[config.mk]
export PLATFORM = sky130hd
export DESIGN_NAME = line_follow_pid_steering
export DESIGN_NICKNAME = d
export VERILOG_FILES = /design/src/rtl/lfps_pkg.sv /design/src/rtl/line_follow_pid_steering.sv
export SDC_FILE = /design/constraint.sdc
export NUM_CORES = 1
export LEC_CHECK = 0
export BUFFER_PORTS_ARGS = -buffer_cell sky130_fd_sc_hd__buf_4
export CORE_MARGIN = 4
export CORE_UTILIZATION = 56
export CTS_CLUSTER_DIAMETER = 30
export CTS_CLUSTER_SIZE = 8
export DETAILED_ROUTE_END_ITERATION = 12
export PLACE_DENSITY = 0.85
export SLEW_MARGIN = 25
export SYNTH_ARGS = -nofsm -noshare
export SYNTH_HDL_FRONTEND = slang
export SYNTH_SLANG_ARGS = --single-unit
[constraint.sdc]
create_clock -name aclk -period 18.8 [get_ports aclk]
set_clock_uncertainty 0.1 [all_clocks]
set_input_delay 1.88 -clock aclk [delete_from_list [all_inputs] [get_ports aclk]]
set_output_delay 1.88 -clock aclk [all_outputs]
set_load 0.02 [all_outputs]
[src/rtl/lfps_pkg.sv]
// Shared widths, register indexes and word layouts for the line follower PID steering block.
package lfps_pkg;

    // Sample and integrator widths
    localparam int SAMPLE_BITS = 10;
    localparam int SUM_BITS    = 13;

    // Register widths
    localparam int GAIN_W = 12;
    localparam int BASE_W = 15;
    localparam int THR_W  = 10;
    localparam int CFG_W  = 15;
    localparam int ADDR_W = 3;

    // Result field widths
    localparam int ERR_W   = 3;
    localparam int DRIVE_W = 16;

    // Compare width for sample against threshold
    localparam int CMP_W = (SAMPLE_BITS > THR_W) ? SAMPLE_BITS : THR_W;

    // Arithmetic widths: P and D products, I product, full correction, drive sum
    localparam int DIFF_W  = ERR_W + 1;
    localparam int P_W     = GAIN_W + 1 + ERR_W;
    localparam int D_W     = GAIN_W + 1 + DIFF_W;
    localparam int I_W     = GAIN_W + 1 + SUM_BITS;
    localparam int CORR_W  = I_W + 2;
    localparam int DSUM_W  = CORR_W + 1;

    // Integrator limit is +-(2^(SUM_BITS-1)-1)
    localparam logic signed [SUM_BITS:0] SUM_LIM = (SUM_BITS + 1)'((1 << (SUM_BITS - 1)) - 1);

    // Drive saturation bounds
    localparam logic signed [DSUM_W-1:0] DRIVE_MAX = DSUM_W'((1 << (DRIVE_W - 1)) - 1);
    localparam logic signed [DSUM_W-1:0] DRIVE_MIN = -DSUM_W'(1 << (DRIVE_W - 1));

    // Stream word widths, padded to whole bytes
    localparam int IN_BITS  = 5 * SAMPLE_BITS;
    localparam int IN_W     = ((IN_BITS + 7) / 8) * 8;
    localparam int OUT_BITS = 2 * DRIVE_W + ERR_W;
    localparam int OUT_W    = ((OUT_BITS + 7) / 8) * 8;

    // Register indexes
    typedef enum logic [ADDR_W-1:0] {
        REG_PROP_GAIN  = 3'd0,
        REG_INTEG_GAIN = 3'd1,
        REG_DERIV_GAIN = 3'd2,
        REG_BASE_DRIVE = 3'd3,
        REG_LINE_THR   = 3'd4
    } reg_idx_t;

    // Register reset values
    localparam logic [GAIN_W-1:0] PROP_GAIN_RST  = GAIN_W'(438);
    localparam logic [GAIN_W-1:0] INTEG_GAIN_RST = GAIN_W'(0);
    localparam logic [GAIN_W-1:0] DERIV_GAIN_RST = GAIN_W'(384);
    localparam logic [BASE_W-1:0] BASE_DRIVE_RST = BASE_W'(1664);
    localparam logic [THR_W-1:0]  LINE_THR_RST   = THR_W'(400);

endpackage

[src/rtl/line_follow_pid_steering.sv]
// Top level: five-sensor line decode, PID correction and wheel drive selection.
// Path from an accepted input word to m_axis_tvalid: input register, then result register.
// One word per cycle unless stalled; decode, integrator update, three gain multiplies share one stage.
// The integrator and previous error advance as each word moves into the result register.
// Reset (aresetn low, synchronous) empties both stages, clears error state, reloads register defaults.
module line_follow_pid_steering (
    input  logic                          aclk,
    input  logic                          aresetn,
    // Configuration write port
    input  logic                          cfg_wr_en,
    input  logic [lfps_pkg::ADDR_W-1:0]   cfg_addr,
    input  logic [lfps_pkg::CFG_W-1:0]    cfg_wdata,
    // Sample stream
    input  logic                          s_axis_tvalid,
    output logic                          s_axis_tready,
    // fields from bit 0: far_left_sample, left_sample, mid_sample, right_sample,
    // far_right_sample, zero pad
    input  logic [lfps_pkg::IN_W-1:0]     s_axis_tdata,
    // Drive stream
    output logic                          m_axis_tvalid,
    input  logic                          m_axis_tready,
    // fields from bit 0: left_drive, right_drive, line_error, zero pad
    output logic [lfps_pkg::OUT_W-1:0]    m_axis_tdata
);

    localparam int SB = lfps_pkg::SAMPLE_BITS;

    // Configuration registers
    logic [lfps_pkg::GAIN_W-1:0] prop_gain_reg;
    logic [lfps_pkg::GAIN_W-1:0] integ_gain_reg;
    logic [lfps_pkg::GAIN_W-1:0] deriv_gain_reg;
    logic [lfps_pkg::BASE_W-1:0] base_drive_reg;
    logic [lfps_pkg::THR_W-1:0]  line_thr_reg;

    // Pipeline registers
    logic                        in_valid_reg;
    logic [lfps_pkg::IN_BITS-1:0] samples_reg;
    logic                        out_valid_reg;
    logic signed [lfps_pkg::DRIVE_W-1:0] left_reg;
    logic signed [lfps_pkg::DRIVE_W-1:0] right_reg;
    logic signed [lfps_pkg::ERR_W-1:0]   err_out_reg;

    // Controller state
    logic signed [lfps_pkg::ERR_W-1:0]    prev_err_reg;
    logic signed [lfps_pkg::SUM_BITS-1:0] err_sum_reg;

    // Datapath signals
    logic        advance;
    logic        out_free;
    logic [4:0]  sees;
    logic        fl, l, m, r, fr;
    logic signed [lfps_pkg::ERR_W-1:0]    err_next;
    logic signed [lfps_pkg::SUM_BITS:0]   sum_raw;
    logic signed [lfps_pkg::SUM_BITS-1:0] sum_next;
    logic signed [lfps_pkg::DIFF_W-1:0]   diff;
    logic signed [lfps_pkg::P_W-1:0]      p_prod;
    logic signed [lfps_pkg::I_W-1:0]      i_prod;
    logic signed [lfps_pkg::D_W-1:0]      d_prod;
    logic signed [lfps_pkg::CORR_W-1:0]   corr;
    logic signed [lfps_pkg::DSUM_W-1:0]   base_ext;
    logic signed [lfps_pkg::DSUM_W-1:0]   drive_sum;
    logic signed [lfps_pkg::DRIVE_W-1:0]  drive_sat;
    logic signed [lfps_pkg::DRIVE_W-1:0]  base_sat;
    logic signed [lfps_pkg::DRIVE_W-1:0]  left_next;
    logic signed [lfps_pkg::DRIVE_W-1:0]  right_next;

    // Handshake: the result register frees when taken, the input register when it advances
    assign out_free      = !out_valid_reg || m_axis_tready;
    assign advance       = in_valid_reg && out_free;
    assign s_axis_tready = !in_valid_reg || advance;

    // Write configuration registers
    always_ff @(posedge aclk) begin
        if (!aresetn) begin
            prop_gain_reg  <= lfps_pkg::PROP_GAIN_RST;
            integ_gain_reg <= lfps_pkg::INTEG_GAIN_RST;
            deriv_gain_reg <= lfps_pkg::DERIV_GAIN_RST;
            base_drive_reg <= lfps_pkg::BASE_DRIVE_RST;
            line_thr_reg   <= lfps_pkg::LINE_THR_RST;
        end else if (cfg_wr_en) begin
            case (cfg_addr)
                lfps_pkg::REG_PROP_GAIN:  prop_gain_reg  <= cfg_wdata[lfps_pkg::GAIN_W-1:0];
                lfps_pkg::REG_INTEG_GAIN: integ_gain_reg <= cfg_wdata[lfps_pkg::GAIN_W-1:0];
                lfps_pkg::REG_DERIV_GAIN: deriv_gain_reg <= cfg_wdata[lfps_pkg::GAIN_W-1:0];
                lfps_pkg::REG_BASE_DRIVE: base_drive_reg <= cfg_wdata[lfps_pkg::BASE_W-1:0];
                lfps_pkg::REG_LINE_THR:   line_thr_reg   <= cfg_wdata[lfps_pkg::THR_W-1:0];
                default: ;
            endcase
        end
    end

    // Capture input word
    always_ff @(posedge aclk) begin
        if (!aresetn) begin
            in_valid_reg <= 1'b0;
        end else if (s_axis_tready) begin
            in_valid_reg <= s_axis_tvalid;
        end
    end

    always_ff @(posedge aclk) begin
        if (s_axis_tready && s_axis_tvalid) begin
            samples_reg <= s_axis_tdata[lfps_pkg::IN_BITS-1:0];
        end
    end

    // Threshold each sample
    always_comb begin
        for (int k = 0; k < 5; k++) begin
            sees[k] = lfps_pkg::CMP_W'(samples_reg[k*SB +: SB])
                      < lfps_pkg::CMP_W'(line_thr_reg);
        end
    end

    assign fl = sees[0];
    assign l  = sees[1];
    assign m  = sees[2];
    assign r  = sees[3];
    assign fr = sees[4];

    // Decode line pattern in priority order, hold previous error on no match
    always_comb begin
        err_next = prev_err_reg;
        if (!l && !r && m)
            err_next = 3'sd0;
        else if (!fl && !l && r && !m && !fr)
            err_next = -3'sd1;
        else if (!fl && l && !r && !m && !fr)
            err_next = 3'sd1;
        else if (!fl && !l && !r && !m && fr)
            err_next = -3'sd2;
        else if (fl && !l && !r && !m && !fr)
            err_next = 3'sd2;
        else if (fl && l && !r && m && !fr)
            err_next = 3'sd0;
    end

    // Saturating integrator
    always_comb begin
        sum_raw = (lfps_pkg::SUM_BITS + 1)'(err_sum_reg) + (lfps_pkg::SUM_BITS + 1)'(err_next);
        if (sum_raw > lfps_pkg::SUM_LIM)
            sum_next = lfps_pkg::SUM_BITS'(lfps_pkg::SUM_LIM);
        else if (sum_raw < -lfps_pkg::SUM_LIM)
            sum_next = lfps_pkg::SUM_BITS'(-lfps_pkg::SUM_LIM);
        else
            sum_next = sum_raw[lfps_pkg::SUM_BITS-1:0];
    end

    // Error difference for the derivative term
    assign diff = lfps_pkg::DIFF_W'(err_next) - lfps_pkg::DIFF_W'(prev_err_reg);

    // Gain products and correction
    assign p_prod = $signed({1'b0, prop_gain_reg})  * err_next;
    assign i_prod = $signed({1'b0, integ_gain_reg}) * sum_next;
    assign d_prod = $signed({1'b0, deriv_gain_reg}) * diff;
    assign corr   = lfps_pkg::CORR_W'(p_prod) + lfps_pkg::CORR_W'(i_prod)
                  + lfps_pkg::CORR_W'(d_prod);

    // Saturate base plus correction and base alone
    assign base_ext  = $signed({{(lfps_pkg::DSUM_W - lfps_pkg::BASE_W){1'b0}}, base_drive_reg});
    assign drive_sum = base_ext + lfps_pkg::DSUM_W'(corr);

    always_comb begin
        if (drive_sum > lfps_pkg::DRIVE_MAX)
            drive_sat = lfps_pkg::DRIVE_W'(lfps_pkg::DRIVE_MAX);
        else if (drive_sum < lfps_pkg::DRIVE_MIN)
            drive_sat = lfps_pkg::DRIVE_W'(lfps_pkg::DRIVE_MIN);
        else
            drive_sat = drive_sum[lfps_pkg::DRIVE_W-1:0];
    end

    assign base_sat = (base_ext > lfps_pkg::DRIVE_MAX) ? lfps_pkg::DRIVE_W'(lfps_pkg::DRIVE_MAX)
                                                       : base_ext[lfps_pkg::DRIVE_W-1:0];

    // Steer: correction sign picks the driven side
    always_comb begin
        if (corr > 0) begin
            left_next  = drive_sat;
            right_next = '0;
        end else if (corr < 0) begin
            left_next  = '0;
            right_next = drive_sat;
        end else begin
            left_next  = base_sat;
            right_next = base_sat;
        end
    end

    // Advance controller state
    always_ff @(posedge aclk) begin
        if (!aresetn) begin
            prev_err_reg <= '0;
            err_sum_reg  <= '0;
        end else if (advance) begin
            prev_err_reg <= err_next;
            err_sum_reg  <= sum_next;
        end
    end

    // Result register
    always_ff @(posedge aclk) begin
        if (!aresetn) begin
            out_valid_reg <= 1'b0;
        end else if (out_free) begin
            out_valid_reg <= in_valid_reg;
        end
    end

    always_ff @(posedge aclk) begin
        if (advance) begin
            left_reg    <= left_next;
            right_reg   <= right_next;
            err_out_reg <= err_next;
        end
    end

    assign m_axis_tvalid = out_valid_reg;
    assign m_axis_tdata  = {{(lfps_pkg::OUT_W - lfps_pkg::OUT_BITS){1'b0}},
                            err_out_reg, right_reg, left_reg};

endmodule

; Yosys cells after proc, flatten, opt, wreduce, memory -nomap -nowiden
; Cells that the tools add are included.
[totals]
regBits = 164
inputBits = 79
output_inout_bits = 42
elab_cells = 89
[op_classes]
n_addsub = 5
mul = 3
order_cmp = 12
n_eq_ne = 4
mux = 14
n_reduce_logical = 38
[ops]
columns = cell, count
row1 = $mux W16, 4
row2 = $lt A10 B10 Y1, 5
row3 = $mux W15, 2
row4 = $add A16 B28 Y29, 1
row5 = $gt A29 B16 Y1 const B, 1
row6 = $lt A29 B16 Y1 const B, 1
row7 = $add A27 B17 Y28, 1
row8 = $gt A28 B1 Y1 const B, 1
row9 = $lt A28 B1 Y1 const B, 1
row10 = $add A16 B26 Y27, 1
row11 = $mul A13 B13 Y26, 1
row12 = $mux W13, 2
row13 = $logic_and A1 B1 Y1, 23
row14 = $mux W3, 6
row15 = $mul A13 B4 Y17, 1
row16 = $mul A13 B3 Y16, 1
row17 = $gt A15 B15 Y1 const B, 1
row18 = $add A13 B3 Y14, 1
row19 = $gt A14 B13 Y1 const B, 1
row20 = $lt A14 B13 Y1 const B, 1
row21 = $reduce_and A2 Y1, 5
row22 = $logic_not A1 Y1, 7
row23 = $eq A3 B2 Y1 const B, 2
row24 = $sub A3 B3 Y4, 1
row25 = other kinds (4), 5

; Depth between registers and ports, before layout
[logic_depth]
word_depth = 23
mapped_depth = 63

; Least setup slack after synthesis
; OpenSTA, ideal clock, no wires.
[synth_path]
kind = flip-flop to flip-flop
startpoint = reg line_thr_reg[2] in the netlist's numbering
endpoint = reg left_reg[10] in the netlist's numbering, data pin
setup_time_ns = 0.258
arrival_time_ns = 13.598
path_slack_ns = 4.844
path_stages_with_launch = 53
n_path_buf = 3
period_less_slack_ns = 13.956
cell_sequence = dfxtp_1 inv_1 ha_1 a21oi_1 a21oi_1 a211o_1 a311oi_1 xnor2_1 o22ai_1 a211oi_1 clkbuf_1 inv_1 ha_1 a2111oi_0 o211ai_1 o211a_1 a211oi_1 and3b_1 [... 17 more ...] ha_1 nand2_1 o31ai_2 a31o_2 xor2_1 ha_1 nand4_1 nor2_1 a2111oi_0 a21bo_2 a21oi_1 nand4_2 nor2_1 o32a_1 nor4_2 nand2_2 buf_6 o221a_2
[synth_via]
elab_chain_len = 23
word_cells_on_any_way = 57
[synth_lines]
columns = item, line
row1 = from (decl), line_follow_pid_steering.sv:33  ; logic [lfps_pkg::THR_W-1:0] line_thr_reg;
row2 = from (signal assigned), line_follow_pid_steering.sv:79  ; line_thr_reg <= lfps_pkg::LINE_THR_RST;
row3 = from (signal assigned), line_follow_pid_steering.sv:86  ; lfps_pkg::REG_LINE_THR: line_thr_reg <= cfg_wdata[lfps_pkg::THR_W-1:0];
row4 = $lt A10 B10 Y1, line_follow_pid_steering.sv:111  ; < lfps_pkg::CMP_W'(line_thr_reg);
row5 = "$logic_and A1 B1 Y1, or another cell as far along", line_follow_pid_steering.sv:134  ; else if (fl && l && !r && m && !fr)
row6 = "$logic_and A1 B1 Y1, on equally long branches (3 in a row)", "line_follow_pid_steering.sv:134, line_follow_pid_steering.sv:132"
row7 = $mux W3 or $logic_and A1 B1 Y1 (tied branches), "line_follow_pid_steering.sv:134, line_follow_pid_steering.sv:132"
row8 = $mux W3, line_follow_pid_steering.sv:132  ; else if (fl && !l && !r && !m && !fr)
row9 = $mux W3, line_follow_pid_steering.sv:130  ; else if (!fl && !l && !r && !m && fr)
row10 = $mux W3, line_follow_pid_steering.sv:128  ; else if (!fl && l && !r && !m && !fr)
row11 = $mux W3, line_follow_pid_steering.sv:126  ; else if (!fl && !l && r && !m && !fr)
row12 = [... 1 more ...], --
row13 = named net err_next (one bit), line_follow_pid_steering.sv:52  ; logic signed [lfps_pkg::ERR_W-1:0] err_next;
row14 = [... 5 more ...], --
row15 = $add A16 B26 Y27, line_follow_pid_steering.sv:156  ; assign corr = lfps_pkg::CORR_W'(p_prod) + lfps_pkg::CORR_W'(i_prod)
row16 = $add A27 B17 Y28 *, line_follow_pid_steering.sv:157  ; + lfps_pkg::CORR_W'(d_prod);
row17 = $add A16 B28 Y29, line_follow_pid_steering.sv:161  ; assign drive_sum = base_ext + lfps_pkg::DSUM_W'(corr);
row18 = $lt A29 B16 Y1, line_follow_pid_steering.sv:166  ; else if (drive_sum < lfps_pkg::DRIVE_MIN)
row19 = $mux W16, line_follow_pid_steering.sv:166
row20 = $mux W16, line_follow_pid_steering.sv:164  ; if (drive_sum > lfps_pkg::DRIVE_MAX)
row21 = $mux W16 *, line_follow_pid_steering.sv:177  ; if (corr > 0) begin
row22 = named net left_next (one bit), line_follow_pid_steering.sv:64  ; logic signed [lfps_pkg::DRIVE_W-1:0] left_next;
row23 = to (signal assigned), line_follow_pid_steering.sv:211  ; left_reg <= left_next;
row24 = to (decl), line_follow_pid_steering.sv:39  ; logic signed [lfps_pkg::DRIVE_W-1:0] left_reg;
; The timed path passes the listed nets; every way through them passes the cells marked *.
; A chain may end at the register's enable or synchronous reset.

; Final worst setup path
[layout_path]
startpoint = reg line_thr_reg[2] in the netlist's numbering
endpoint = reg left_reg[14] in the netlist's numbering, data pin
; The elaborated chain is that of the path after synthesis.

==> flow_summary.toml <==
[run_status]
outcome = "finished, final reports clean"

[clocking]
path_clk_slew_ps = 80
htreeDepth = 4
insertion_delay_ps = 450
post_cts_resized = 0
cts_setup_buffers = 0
cts_sinks = 164
cts_buffer_depth = 2
cts-root-buf = "clkbuf_16"
cts_buffers = 17
cts_tree = "yes"
postCtsHoldBufs = 0

[power]
p_sw_share_pct = 51.3
p_per_area_nw_per_um2 = 152
intPower_uw = 1500
p_sw_uw = 1580
vdd_drop_max_mv = 0.131
p_comb_share_pct = 74.0
p_leak_uw = 0.00964
seq_power_share_pct = 14.2
pwr-share-clk_pct = 11.8

[logic_synthesis]
synthArstFlopShare_pct = 0
netlist.area_leader.share_pct = 23.7
ys_ff_latch = 164
synth_area_leader_cell = "fa_1"
ys_seq_area_share_pct = 22.4
yosys-top-cells-area = "fa_1 (24%), edfxtp_1 (14%), ha_1 (13%), dfxtp_1 (8.6%), inv_1 (6.3%)"
synth_area_um2 = 18500
synthFlopType = "edfxtp_1"
synth_edf_count = 85
synth.distinct_cells = 86
avgSynthCellArea_um2 = 9.30
synth_cells = 1987
yosysWarnings = 0

[setup_path]
required_ps = 18900
worstPathArrival_ps = 15900
critPathLaunchType = "flip-flop"
r2r_end = "left_reg[14]"
rr_worst_depth = 52
startpoint = "line_thr_reg[2]"
r2r_start = "line_thr_reg[2]"
slowest_stage = "a311oi_1"
max_stage_delay_ps = 700
end_kind = "flip-flop"
path_class = "reg2reg"
cpMostUsedCell = "fa_1"
rrSetupSlack_ps = 3000
worstSetupEndpoint = "left_reg[14]"
path_max_fanout = 25

[sta]
worstMarginPinSlew_ps = 1060
worst_slack_ps = 3000
relSlewSlack_pct = 29.1
fin_setup_tns_ps = 0
finalCriticalPeriod_ps = 15800
rsz0062_at_grt = "no"
fin_crit_sh_pct = 84.0
clock.fmax_mhz = 63.3
setup_violations = 0
finalHoldViolations = 0
drv_slew = 0

[detailed_routing]
drc = 0
wl_per_cell_um = 18.1
drt_first_pass_iters = 5
postRouteAntennaNets = 0
routed_via_density = 5.79
first_iter_violations = 1175
drt-total-wl_um = 45500
vias = 14500

[placed_design]
io_buffers = 109
post_dp_cell_area_um2 = 19600
place_inst = 2479
dp_hpwl_um = 35100
gp_congestion = 0.900
pre_cts_ws_ps = 3190

[grt]
grt_start_max_net_pins = 81
grt_pass1_wl_um = 75900
overflow = 0
antenna_found_initial = 1
grt_use_total_pct = 26.0
grt_pass1_vias = 15700

[finish]
nets = 2548
final_cell_mix = "inv_1 (311), nand2_1 (279), fa_1 (219)"
fin_area_um2 = 20200
area_growth_pct = 9.50
largest_reg_flops = 50
drive_gt1_share_pct = 12.1
diodes = 0
fillers = 2539
final_common_cell = "inv_1"
fin_cells = 2511

[run]
drv_cap = 0

[floorplanning]
ios = 121
rows = 66
start_util_pct = 56.8
core_area_um2 = 32500
die_w_um = 190
dieArea_um2 = 36000
die-height_um = 190

[hold_path]
hold_class = "reg2reg"
==> synth_stat cells (all sizes together) (4+ instances only) <==
master   instances
a2111oi          7
a211o            9
a211oi           9
a21boi          51
a21o            26
a21oi           74
a221oi           5
a22o             5
a31o             4
a31oi           11
and2            74
and3            16
buf             16
clkbuf          60
dfxtp           79
edfxtp          85
fa             219
ha             194
inv            312
nand2          282
nand2b          31
nand3           35
nand4            9
nor2            67
nor2b           51
nor3            16
nor3b           11
nor4             4
o211a            5
o211ai           9
o21a            13
o21ai           46
o21ba            4
o21bai           5
o221a           13
o31ai            7
or2             33
or3              5
xnor2           29
xor2            18
==> metal layers <==
metal  up-vias  wire length, µm  global-route usage [%]
met1      7159            17800                    32.2
met4         0             1510                    9.57
li1       6635                -                       -
met5         -                0                       0
met2       608            22800                    45.8
met3       127             3460                    4.62
==> stage by stage <==
step           total power [µW]  utilization, %  hold WS (ps)
4_1_cts                    3050            62.2           372
3_3_place_gp               2600            60.3           354
2_1_floorplan              2160               -           338
5_1_grt                    3330            62.2           396
3_5_place_dp               2650            60.3           362
6_report                   3080            62.2           375
==> power by group through the flow <==
stage / Clock [µW] / Sequential [µW] / Combinational (µW)
5_1_grt: 381 / 439 / 2510
2_1_floorplan: 0 / 459 / 1700
6_report: 364 / 437 / 2280
3_3_place_gp: 0 / 444 / 2160
3_5_place_dp: 0 / 444 / 2210
4_1_cts: 366 / 436 / 2240
==> logic make-up after synthesis <==
group,synth area share (%)
and+or+nand+nor,17.6
adders and majority gates,36.8
buffers and inverters,8.27
AOI/OAI and AO/OA,12.5
DFF,22.4
xor gates and xnor gates,2.23
other,0.0203
muxes,0.122
==> worst max-delay path: cells and delay by family, from the launching register on <==
kind                     cells  cell delay [ps]
AND/OR/NAND/NOR             13             3310
XOR/XNOR                     2              280
buffers and inverters        8             1100
AO/OA/AOI/OAI               18             5160
adder cells (fa/ha/maj)     11             5190
flip-flops                   1              340
==> final cells by class <==
cell class | instances | area (µm²) | share of cell area, %
Inverter | 312 | 1170 | 5.78
Sequential cell | 164 | 4130 | 20.4
Tap cell | 442 | 553 | 2.73
Clock buffer | 17 | 425 | 2.10
Multi-Input combinational cell | 1440 | 12900 | 63.6
Timing Repair Buffer | 121 | 908 | 4.49
Clock inverter | 15 | 174 | 0.859
==> how the worst min path moves through the flow <==
stage,to,start,slack [ps],cells after the start
2_1_floorplan,err_sum_reg[4],err_sum_reg[4],340,2
3_3_place_gp,err_sum_reg[4],err_sum_reg[4],350,2
3_5_place_dp,line_thr_reg[3],line_thr_reg[3],360,2
4_1_cts,line_thr_reg[3],line_thr_reg[3],370,2
5_1_grt,line_thr_reg[3],line_thr_reg[3],400,2
6_report,line_thr_reg[3],line_thr_reg[3],380,2
Power figures use the tool's default switching activity.
